$ cat src/intruder_track_crossing_band_defines.svh
// assertion macros for the intruder track crossing band
// used by the top level only, expects clk and arst_n in scope
`ifndef INTRUDER_TRACK_CROSSING_BAND_DEFINES_SVH
`define INTRUDER_TRACK_CROSSING_BAND_DEFINES_SVH

// same-cycle implication
`define ITCB_ASSERT_NOW(lbl, ante, cons, msg) \
	lbl: assert property (@(posedge clk) disable iff (!arst_n) (ante) |-> (cons)) else $error(msg);

// next-cycle implication
`define ITCB_ASSERT_NEXT(lbl, ante, cons, msg) \
	lbl: assert property (@(posedge clk) disable iff (!arst_n) (ante) |=> (cons)) else $error(msg);

`endif

$ cat src/itcb_pkg.sv
// shared constants, types and the arctangent table of the crossing band
// no dependencies
package itcb_pkg;

	localparam int STEPS    = 16;
	localparam int ZW       = 24;
	localparam int RW       = 33;
	localparam int VW       = 50;
	localparam int SQ_IN_W  = 56;
	localparam int SQ_OUT_W = 28;
	localparam int SQ_REM_W = 30;
	localparam int ROT_LAT  = STEPS;
	localparam int SQ_LAT   = SQ_OUT_W;
	localparam int VEC_LAT  = STEPS + 2;

	typedef logic signed [ZW-1:0] ang_t;
	typedef logic signed [RW-1:0] rot_t;
	typedef logic signed [VW-1:0] vec_t;

	localparam rot_t GAIN_Q30 = 33'sd652032874;

	localparam logic [14:0] FULL_TURN    = 15'd23040;
	localparam logic [14:0] HALF_TURN    = 15'd11520;
	localparam logic [14:0] QUARTER_TURN = 15'd5760;

	localparam ang_t HALF_TURN_FINE = 24'sd2949120;
	localparam logic signed [15:0] BEARING_MAX = 16'sd11520;

	localparam logic [1:0] CFG_LOOK_AHEAD = 2'd0;
	localparam logic [1:0] CFG_AVOID      = 2'd1;
	localparam logic [1:0] CFG_CAUTION    = 2'd2;

	localparam logic [1:0] ALERT_CLEAR   = 2'd0;
	localparam logic [1:0] ALERT_CAUTION = 2'd1;
	localparam logic [1:0] ALERT_AVOID   = 2'd2;

	// atan(2^-i) in 1/16384 degree
	function automatic ang_t atan_val(input logic [3:0] i);
		ang_t a;
		case (i)
			4'd0:  a = 24'sd737280;
			4'd1:  a = 24'sd435242;
			4'd2:  a = 24'sd229970;
			4'd3:  a = 24'sd116736;
			4'd4:  a = 24'sd58595;
			4'd5:  a = 24'sd29326;
			4'd6:  a = 24'sd14667;
			4'd7:  a = 24'sd7334;
			4'd8:  a = 24'sd3667;
			4'd9:  a = 24'sd1833;
			4'd10: a = 24'sd917;
			4'd11: a = 24'sd458;
			4'd12: a = 24'sd229;
			4'd13: a = 24'sd115;
			4'd14: a = 24'sd57;
			default: a = 24'sd29;
		endcase
		return a;
	endfunction

endpackage

$ cat src/itcb_rotate.sv
// pipelined rotation cordic, one micro-rotation per stage, q30 cos and sin
// depends on itcb_pkg
module itcb_rotate (
	input  logic              clk,
	input  logic              arst_n,
	input  logic              en,
	input  logic              in_valid,
	input  itcb_pkg::ang_t    in_ang,
	output logic              out_valid,
	output itcb_pkg::rot_t    out_cos,
	output itcb_pkg::rot_t    out_sin
);

	itcb_pkg::rot_t x_s [itcb_pkg::STEPS];
	itcb_pkg::rot_t y_s [itcb_pkg::STEPS];
	itcb_pkg::ang_t z_s [itcb_pkg::STEPS];
	logic           v_s [itcb_pkg::STEPS];

	for (genvar i = 0; i < itcb_pkg::STEPS; i++) begin : g_step
		itcb_pkg::rot_t xp;
		itcb_pkg::rot_t yp;
		itcb_pkg::ang_t zp;
		logic           vp;

		if (i == 0) begin : g_first
			assign xp = itcb_pkg::GAIN_Q30;
			assign yp = '0;
			assign zp = in_ang;
			assign vp = in_valid;
		end else begin : g_next
			assign xp = x_s[i-1];
			assign yp = y_s[i-1];
			assign zp = z_s[i-1];
			assign vp = v_s[i-1];
		end

		always_ff @(posedge clk or negedge arst_n) begin
			if (!arst_n) begin
				v_s[i] <= 1'b0;
			end else if (en) begin
				v_s[i] <= vp;
			end
		end

		always_ff @(posedge clk) begin
			if (en) begin
				if (!zp[itcb_pkg::ZW-1]) begin
					x_s[i] <= xp - (yp >>> i);
					y_s[i] <= yp + (xp >>> i);
					z_s[i] <= zp - itcb_pkg::atan_val(4'(i));
				end else begin
					x_s[i] <= xp + (yp >>> i);
					y_s[i] <= yp - (xp >>> i);
					z_s[i] <= zp + itcb_pkg::atan_val(4'(i));
				end
			end
		end
	end

	assign out_valid = v_s[itcb_pkg::STEPS-1];
	assign out_cos   = x_s[itcb_pkg::STEPS-1];
	assign out_sin   = y_s[itcb_pkg::STEPS-1];

endmodule

$ cat config.mk
export PLATFORM = sky130hd
export DESIGN_NAME = itcb_rotate
export DESIGN_NICKNAME = d
export VERILOG_FILES = /design/src/intruder_track_crossing_band_defines.svh /design/src/itcb_pkg.sv /design/src/itcb_rotate.sv
export SDC_FILE = /design/constraint.sdc
export NUM_CORES = 2
export LEC_CHECK = 0
export CORE_ASPECT_RATIO = 1.5
export CORE_MARGIN = 8
export CORE_UTILIZATION = 50
export CTS_CLUSTER_SIZE = 12
export DETAILED_ROUTE_END_ITERATION = 7
export DONT_BUFFER_PORTS = 1
export GPL_TIMING_DRIVEN = 0
export SYNTH_ARGS = -nofsm -noshare
export SYNTH_HDL_FRONTEND = slang
export SYNTH_SLANG_ARGS = --single-unit
$ cat constraint.sdc
create_clock -name clk -period 8.55 [get_ports clk]
set_input_delay 1.71 -clock clk [delete_from_list [all_inputs] [get_ports clk]]
set_output_delay 1.71 -clock clk [all_outputs]
set_load 0.01 [all_outputs]
==> results.cfg <==
[run_status]
status = complete, no violations

[cells_and_area]
multi_input_area_mm2 = 0.0679
final_common_cell = edfxtp_1
fillers = 19400
drive_gt1_share_pct = 3.69
nets = 12800
areaGrowthSynthToFinish_pct = 7.97
design_area_mm2 = 0.119
final_cell_mix = edfxtp_1 (1303), ha_1 (1240), a21oi_1 (1164)
seq_area_mm2 = 0.0395

[synthesis]
yosysUniqueCellTypes = 89
syn_area_per_cell_um2 = 9.75
synth-edff-count = 1303
async_flop_share_pct = 1.21
ys_seq_area_share_pct = 36.0
synthesis.area_mm2 = 0.110
synth_area_leaders = edfxtp_1 (36%), ha_1 (14%), xnor2_1 (8.8%)
ys_ff_latch = 1319
synth_warnings = 0
syn_nets = 12600
synthDominantCellAreaShare_pct = 35.6
yosysTopAreaCell = edfxtp_1
synth-main-ff-cell = edfxtp_1
syn_inst = 11300

[detailed_routing]
drt_iter0_drc = 4834
vias = 86200
ant_nets = 0
drt-wirelength-per-cell_um = 21.7
post-route-drc-count = 0
viasPerCell = 5.99
drt_first_pass_iters = 6
drt-total-wl_um = 313000

[timing]
slew_violations = 0
fin_skew_ns = 0.0538
setup_viol = 0
min_period_ns = 8.34
finalCritPeriodShare_pct = 97.6
rsz0062_at_grt = no
max_slew.worst_pin.slew_ns = 1.45
fmax_ghz = 0.120
relSlewSlack_pct = 3.64
hold_viol = 0

[floorplanning]
num_rows = 210
start_util_pct = 50.3
fp.dieW_um = 399
die_h_um = 590
core-area_mm2 = 0.218
die-area_mm2 = 0.235
ios = 95

[clock_network]
cts_hold_buf = 0
clock_path_buffers = 4
htreeDepth = 4
cts_setup_buffers = 0
clock_sinks = 1319
cts_tree = built
numCtsBuffers = 154
cts-root-buf = clkbuf_16
clock_latency_ns = 0.82
cts_resized = 4
clk_pin_slew_ns = 0.06

[placed_design]
hpwl_um = 256000
postPlaceCellArea_mm2 = 0.114
gp_routability_congestion = 1.01
place.port_buffers = 0

[worst_hold_path]
hold_depth = 0
hp-class = reg -> reg

[setup_path]
ff2ff_path_depth = 16
arrival_ns = 8.87
worstPathRequired_ns = 9.08
critPathMaxFanout = 10
cp-start-kind = input pin
endpoint_kind = flip-flop
criticalPathCategory = in -> reg

[grt]
grt_overflow_total = 0
grt_usage_pct = 25.6
grt_pass1_vias = 85700
grt_max_degree = 70
grt_pass1_wl_um = 479000
grt_antenna_before_repair = 12

[flow_run]
drv_cap = 0
[sequential cells by signal, summed over array words and instances, names as in the netlist]
| signal | cells |
|---|---|
| z_s | 337 |
| out_valid | 1 |
| g_step.vp | 15 |
| y_s | 496 |
| x_s | 470 |
[critical path: stages]
cell	delay [ns]
clkbuf_2	0.57
clkbuf_2	0.57
nand2_1	0.48
inv_1	0.23
clkbuf_1	0.48
buf_1	0.57
nor2_1	0.11
xor2_1	0.44
ha_1	0.38
a21oi_1	0.25
o21ai_0	0.20
a2111oi_0	0.82
nor4_1	0.24
o21ai_0	0.57
nand3_1	0.30
a2111oi_0	0.45
o41ai_1	0.15
a21oi_1	0.19
xnor2_1	0.12
[stage by stage]
stage | instances | setup WS, ns | utilization, % | TNS (ns) | hold WS [ns]
after global routing | 14400 | 0.00525 | 54.3 | 0 | 0.433
after detailed placement | 14100 | -1.55 | 52.1 | -60.40 | 0.406
after floorplan | 11300 | 2.21 | - | 0 | 0.400
after CTS | 14400 | 0.167 | 54.3 | 0 | 0.420
final | 14400 | 0.205 | 54.3 | 0 | 0.422
after global placement | 14100 | -2.41 | 51.9 | -251.47 | 0.402
[layer usage]
| metal | up-vias | wire [um] | track usage [%] |
|---|---|---|---|
| met4 | 2 | 24100 | 16.8 |
| met1 | 41100 | 112000 | 25.8 |
| met2 | 1929 | 165000 | 49.3 |
| li1 | 42400 | - | - |
| met3 | 786 | 11000 | 2.78 |
| met5 | - | 13 | 0 |
[final cells by class]
class / instances / share of cell area [%]
sequential: 1319 / 33.3
timing repair buffer: 14 / 0.294
inverter: 473 / 1.50
antenna: 11 / 0.0232
buffer: 168 / 0.599
clock buffer: 186 / 3.41
tap: 2862 / 3.02
clock inverter: 59 / 0.553
multi-input combinational: 9306 / 57.3
[logic make-up after synthesis]
family	count (synthesis)	synth area share [%]
AOI/OAI and AO/OA	3400	19.7
and+or+nand+nor	2819	12.6
xor gates and xnor gates	1678	13.4
buffers and inverters	641	2.19
adders and majority gates	1286	15.0
DFF	1319	36.0
muxes	123	1.19
[synth_stat cells, types with 122 or more instances]
master	instances
o21ai_0	587
a21o_1	504
inv_1	467
o21bai_1	161
and3_1	132
nand2b_1	192
a211oi_1	122
xnor2_1	1102
nor2_1	807
xor2_1	575
o21a_1	135
a21oi_1	1164
clkbuf_1	132
nor2b_1	154
nor3_1	284
o31ai_1	132
nand2_1	576
edfxtp_1	1303
nand3_1	206
ha_1	1240
[path summary, 6_finish.rpt]
check,from,end,slack (ns)
min in group asynchronous,arst_n,g_step[11].vp,0.63
setup / recovery,en,x_s[1][32],0.21
max in group asynchronous,arst_n,g_step[12].vp,7.85
setup reg to reg,z_s[0][191],x_s[1][31],1.94
hold / removal,z_s[0][96],z_s[0][120],0.42
hold reg to reg,z_s[0][96],z_s[0][120],0.42
Power is left out: the tool's default activity adds up to more than one toggle a clock period on the data nets, which glitch-free logic cannot reach.
