File: config.mk
export PLATFORM = sky130hd
export DESIGN_NAME = itcb_sqrt
export DESIGN_NICKNAME = d
export VERILOG_FILES = /design/src/intruder_track_crossing_band_defines.svh /design/src/itcb_pkg.sv /design/src/itcb_sqrt.sv
export SDC_FILE = /design/constraint.sdc
export NUM_CORES = 2
export LEC_CHECK = 0
export ABC_AREA = 0
export BUFFER_PORTS_ARGS = -buffer_cell sky130_fd_sc_hd__buf_2
export CAP_MARGIN = 20
export CORE_MARGIN = 2
export CORE_UTILIZATION = 57
export CTS_CLUSTER_SIZE = 25
export DETAILED_ROUTE_END_ITERATION = 10
export PLACE_DENSITY = 0.76
export SETUP_SLACK_MARGIN = 0.15
export SKIP_CTS_REPAIR_TIMING = 1
export SYNTH_ARGS = -nofsm -noshare
export SYNTH_HDL_FRONTEND = slang
export SYNTH_SLANG_ARGS = --single-unit
File: constraint.sdc
create_clock -name clk -period 3.35 [get_ports clk]
set_input_delay 0.1675 -clock clk [delete_from_list [all_inputs] [get_ports clk]]
set_output_delay 0.1675 -clock clk [all_outputs]
set_load 0.02 [all_outputs]
File: src/intruder_track_crossing_band_defines.svh
// assertion macros for the intruder track crossing band
// used by the top level only, expects clk and arst_n in scope
`ifndef INTRUDER_TRACK_CROSSING_BAND_DEFINES_SVH
`define INTRUDER_TRACK_CROSSING_BAND_DEFINES_SVH

// same-cycle implication
`define ITCB_ASSERT_NOW(lbl, ante, cons, msg) \
	lbl: assert property (@(posedge clk) disable iff (!arst_n) (ante) |-> (cons)) else $error(msg);

// next-cycle implication
`define ITCB_ASSERT_NEXT(lbl, ante, cons, msg) \
	lbl: assert property (@(posedge clk) disable iff (!arst_n) (ante) |=> (cons)) else $error(msg);

`endif

File: src/itcb_pkg.sv
// shared constants, types and the arctangent table of the crossing band
// no dependencies
package itcb_pkg;

	localparam int STEPS    = 16;
	localparam int ZW       = 24;
	localparam int RW       = 33;
	localparam int VW       = 50;
	localparam int SQ_IN_W  = 56;
	localparam int SQ_OUT_W = 28;
	localparam int SQ_REM_W = 30;
	localparam int ROT_LAT  = STEPS;
	localparam int SQ_LAT   = SQ_OUT_W;
	localparam int VEC_LAT  = STEPS + 2;

	typedef logic signed [ZW-1:0] ang_t;
	typedef logic signed [RW-1:0] rot_t;
	typedef logic signed [VW-1:0] vec_t;

	localparam rot_t GAIN_Q30 = 33'sd652032874;

	localparam logic [14:0] FULL_TURN    = 15'd23040;
	localparam logic [14:0] HALF_TURN    = 15'd11520;
	localparam logic [14:0] QUARTER_TURN = 15'd5760;

	localparam ang_t HALF_TURN_FINE = 24'sd2949120;
	localparam logic signed [15:0] BEARING_MAX = 16'sd11520;

	localparam logic [1:0] CFG_LOOK_AHEAD = 2'd0;
	localparam logic [1:0] CFG_AVOID      = 2'd1;
	localparam logic [1:0] CFG_CAUTION    = 2'd2;

	localparam logic [1:0] ALERT_CLEAR   = 2'd0;
	localparam logic [1:0] ALERT_CAUTION = 2'd1;
	localparam logic [1:0] ALERT_AVOID   = 2'd2;

	// atan(2^-i) in 1/16384 degree
	function automatic ang_t atan_val(input logic [3:0] i);
		ang_t a;
		case (i)
			4'd0:  a = 24'sd737280;
			4'd1:  a = 24'sd435242;
			4'd2:  a = 24'sd229970;
			4'd3:  a = 24'sd116736;
			4'd4:  a = 24'sd58595;
			4'd5:  a = 24'sd29326;
			4'd6:  a = 24'sd14667;
			4'd7:  a = 24'sd7334;
			4'd8:  a = 24'sd3667;
			4'd9:  a = 24'sd1833;
			4'd10: a = 24'sd917;
			4'd11: a = 24'sd458;
			4'd12: a = 24'sd229;
			4'd13: a = 24'sd115;
			4'd14: a = 24'sd57;
			default: a = 24'sd29;
		endcase
		return a;
	endfunction

endpackage

File: src/itcb_sqrt.sv
// pipelined integer square root, one result bit per stage, floor result
// depends on itcb_pkg
module itcb_sqrt (
	input  logic                          clk,
	input  logic                          arst_n,
	input  logic                          en,
	input  logic                          in_valid,
	input  logic [itcb_pkg::SQ_IN_W-1:0]  in_rad,
	output logic                          out_valid,
	output logic [itcb_pkg::SQ_OUT_W-1:0] out_root
);

	localparam int N  = itcb_pkg::SQ_OUT_W;
	localparam int IW = itcb_pkg::SQ_IN_W;
	localparam int MW = itcb_pkg::SQ_REM_W;

	logic [IW-1:0] v_s    [N];
	logic [MW-1:0] rem_s  [N];
	logic [N-1:0]  root_s [N];
	logic          vld_s  [N];

	for (genvar i = 0; i < N; i++) begin : g_bit
		logic [IW-1:0] vp;
		logic [MW-1:0] remp;
		logic [N-1:0]  rootp;
		logic          vldp;
		logic [MW+1:0] rem_w;
		logic [MW+1:0] trial;
		logic          ge;

		if (i == 0) begin : g_first
			assign vp    = in_rad;
			assign remp  = '0;
			assign rootp = '0;
			assign vldp  = in_valid;
		end else begin : g_next
			assign vp    = v_s[i-1];
			assign remp  = rem_s[i-1];
			assign rootp = root_s[i-1];
			assign vldp  = vld_s[i-1];
		end

		// bring down the next two radicand bits and try root*4+1
		assign rem_w = {remp, vp[IW-1:IW-2]};
		assign trial = {(MW - N)'(0), rootp, 2'b01};
		assign ge    = (rem_w >= trial);

		always_ff @(posedge clk or negedge arst_n) begin
			if (!arst_n) begin
				vld_s[i] <= 1'b0;
			end else if (en) begin
				vld_s[i] <= vldp;
			end
		end

		always_ff @(posedge clk) begin
			if (en) begin
				v_s[i]    <= {vp[IW-3:0], 2'b00};
				rem_s[i]  <= ge ? MW'(rem_w - trial) : MW'(rem_w);
				root_s[i] <= {rootp[N-2:0], ge};
			end
		end
	end

	assign out_valid = vld_s[N-1];
	assign out_root  = root_s[N-1];

endmodule

==> flow_metrics.env <==
export IMPL_clockRootBuffer="clkbuf_16"
export IMPL_start_kind="register"
export IMPL_cts_made_buffers=195
export IMPL_firstDrtPassIters=6
export IMPL_critPathCapture="rem_s[0][205]$_DFFE_PP_"
export IMPL_synth_top_area_cell="edfxtp_1"
export IMPL_setup_violations=10
export IMPL_grt_pass1_wl_um=287000
export IMPL_netlist_area_um2=91000
export IMPL_worstSkewPairLatency_ns=0.84
export IMPL_clk_path_buf_depth=3
export IMPL_worst_slack_ns=-0.0355
export IMPL_fin_skew_ns=0.0587
export IMPL_period_needed_ns=3.39
export IMPL_cp_end_kind="register"
export IMPL_leakage_nw=40.5
export IMPL_status="finished with violations"
export IMPL_wl_um=186000
export IMPL_grt_pass1_vias=53800
export IMPL_grt_max_degree=120
export IMPL_hold_path_class="in2reg"
export IMPL_min_delay_start="in_rad[45]"
export IMPL_layout_cells_non_filler=9750
export IMPL_coreArea_um2=159000
export IMPL_pwr_share_seq_pct=47.7
export IMPL_numPortBuffers=88
export IMPL_synth_most_common_cell="edfxtp_1"
export IMPL_ys_warn_count=0
export IMPL_synthTopCellsByCount="edfxtp_1, inv_1, nor2_1"
export IMPL_layout_nets=8012
export IMPL_synth_flop_cell="edfxtp_1"
export IMPL_slew_headroom_pct=37.3
export IMPL_clock_sinks=1958
export IMPL_yosysUniqueCellTypes=92
export IMPL_yosysSeqAreaShare_pct=64.4
export IMPL_wl_per_cell_um=19.1
export IMPL_startpoint="rem_s[0][166]$_DFFE_PP_"
export IMPL_tritoncts="done"
export IMPL_die_x_um=404
export IMPL_rrSetupSlack_ns=-0.04
export IMPL_htreeDepth=4
export IMPL_overflow=0
export IMPL_finalMaxSlewViolations=0
export IMPL_die_area_um2=163000
export IMPL_power_frac_comb_pct=20.3
export IMPL_drt_iter0_drc=4622
export IMPL_via_count=55900
export IMPL_critPathKind="reg2reg"
export IMPL_avgSynthCellArea_um2=13.0
export IMPL_synth_edf_count=1930
export IMPL_worst_ir_drop_vdd_uv=555
export IMPL_finalPower_mw=69.4
export IMPL_synth_top_area_share_pct=63.7
export IMPL_cp_max_fo=7
export IMPL_place_gp_congestion=0.915
export IMPL_ant_nets=0
export IMPL_layout_drive_gt1_share_pct=13.8
export IMPL_final_core_util_pct=66.3
export IMPL_r2r_cells=9
export IMPL_via_per_inst=5.73
export IMPL_r2r_end="rem_s[0][205]$_DFFE_PP_"
export IMPL_cap_viol_max_count=0
export IMPL_worstPathArrival_ns=3.97
export IMPL_ys_async_sr_fraction_pct=1.43
export IMPL_r2r_start="rem_s[0][166]$_DFFE_PP_"
export IMPL_post_route_period_util_pct=101
export IMPL_die_h_um=404
export IMPL_p_sw_share_pct=27.7
export IMPL_p_sw_mw=19.2
export IMPL_clkPwrFrac_pct=32.0
export IMPL_grt_usage_pct=22.2
export IMPL_ioPinCount=89
export IMPL_required_ns=3.93
export IMPL_place_inst=9243
export IMPL_row_count=146
export IMPL_dp_hpwl_um=131000
export IMPL_tightest_slew_ns=0.938
export IMPL_synth_fp_nets=7492
export IMPL_ys_seq_elements=1958
export IMPL_clock_fmax_mhz=295
export IMPL_rsz0062_at_grt="true"
export IMPL_drc=0
export IMPL_antenna_found_initial=1
export IMPL_hold_viol=0
export IMPL_power_density_nw_per_um2=660
export IMPL_p_int_mw=50.2
export IMPL_violations="setup timing"
export IMPL_start_util_pct=57.4
export IMPL_yosys_top_cells_area="edfxtp_1, ha_1, xor2_1, xnor2_1, a21oi_1"
export IMPL_syn_inst=6996
export IMPL_clk_pin_slew_ns=0.06
export IMPL_syn_to_final_growth_pct=15.6
## metal layers
layer	GRT usage [%]	vias up	share of wire, %
li1	-	26900	-
met1	29.1	27200	42
met4	6.98	0	3.0
met3	2.98	359	4.6
met5	0	-	0
met2	38.5	1405	51
## how the worst min path moves through the flow
stage                                 endpoint  slack, ns  cells past startpoint
finish                    v_s[0][45]$_DFFE_PP_       0.04                      2
global route              v_s[0][13]$_DFFE_PP_     0.0002                      2
CTS                  g_bit[1].vldp$_DFFE_PN0P_      -0.70                      1
detailed placement  g_bit[21].vldp$_DFFE_PN0P_       0.22                      1
global placement    g_bit[22].vldp$_DFFE_PN0P_       0.19                      1
floorplan           g_bit[10].vldp$_DFFE_PN0P_      -0.13                      0
## registers in the layout, indices dropped and copies added, names as in the netlist
signal      flops
g_bit.vldp     27
out_valid       1
rem_s         768
root_s        406
v_s           756
## cells by family after synthesis
group                      after synthesis  share of synthesized area, %
adders and majority gates              436                          5.99
and+or+nand+nor                       1791                          9.79
other                                    1                       0.00412
muxes                                  111                          1.36
AOI/OAI and AO/OA                     1364                          9.34
DFF                                   1958                          64.4
buffers and inverters                  690                          2.86
xor gates and xnor gates               645                          6.21
## cell usage in the layout, fill, tap and decap left out, types with 27 or more instances in the layout
master	Yosys	final
edfxtp_1	1930	1930
inv_1	545	539
nor2_1	446	428
a21oi_1	440	427
nand2_1	431	425
ha_1	436	399
xor2_1	324	324
xnor2_1	321	318
o21ai_0	330	302
buf_4	2	253
clkbuf_16	0	200
a21o_1	166	166
nor3_1	169	152
nand3_1	113	109
mux2_2	99	99
nand2b_1	96	95
buf_2	6	87
nand4_1	86	86
o21a_1	76	75
or3_1	78	70
nor2b_1	71	67
nor4_1	96	66
dlygate4sd3_1	0	63
o21bai_1	44	44
clkinv_1	1	43
or4_1	48	39
clkbuf_1	116	38
buf_12	0	37
a211oi_1	43	34
and3_1	31	31
o31ai_1	35	31
a31oi_1	35	31
clkinv_2	0	29
dfrtp_1	28	28
bufinv_16	0	27
## cell type report
class | instances | area [um2]
antenna | 1 | 2.50
fill | 11300 | 53400
inverter | 549 | 2070
multi-input combinational | 4348 | 31200
sequential | 1958 | 58700
tap | 2072 | 2590
timing repair inverter | 1 | 5.00
timing repair buffer | 463 | 4010
clock inverter | 119 | 1490
clock buffer | 239 | 5130
## worst max-delay path: stages (launching register included)
cell	delay, ns
edfxtp_1	0.41
or4_4	0.54
or4_4	0.55
or3_4	0.36
or4_4	0.45
nor3_4	0.31
nor2_4	0.09
nand3_4	0.20
nor4_2	0.07
xor2_1	0.14
## power groups by stage
stage / Sequential, mW / Clock [mW] / Combinational, mW
floorplan: 32.5 / 0 / 9.62
global placement: 33.5 / 0 / 12.9
detailed placement: 33.5 / 0 / 13.2
CTS: 33.1 / 22.7 / 13.3
global route: 33.4 / 23.7 / 15.6
finish: 33.1 / 22.2 / 14.1
## through the flow
stage / TNS (ns) / setup WS, ns / hold slack [ns] / instance area, um2
floorplan: 0 / 0.125 / -0.128 / 91100
global placement: 0 / 0.0314 / 0.195 / 95700
detailed placement: -0.204 / -0.0450 / 0.216 / 95700
CTS: -0.827 / -0.129 / -0.703 / 102000
global route: -1.09 / -0.111 / 0.000187 / 105000
finish: -0.192 / -0.0355 / 0.0390 / 105000
Note: power is estimated with default switching activity, not from simulation.
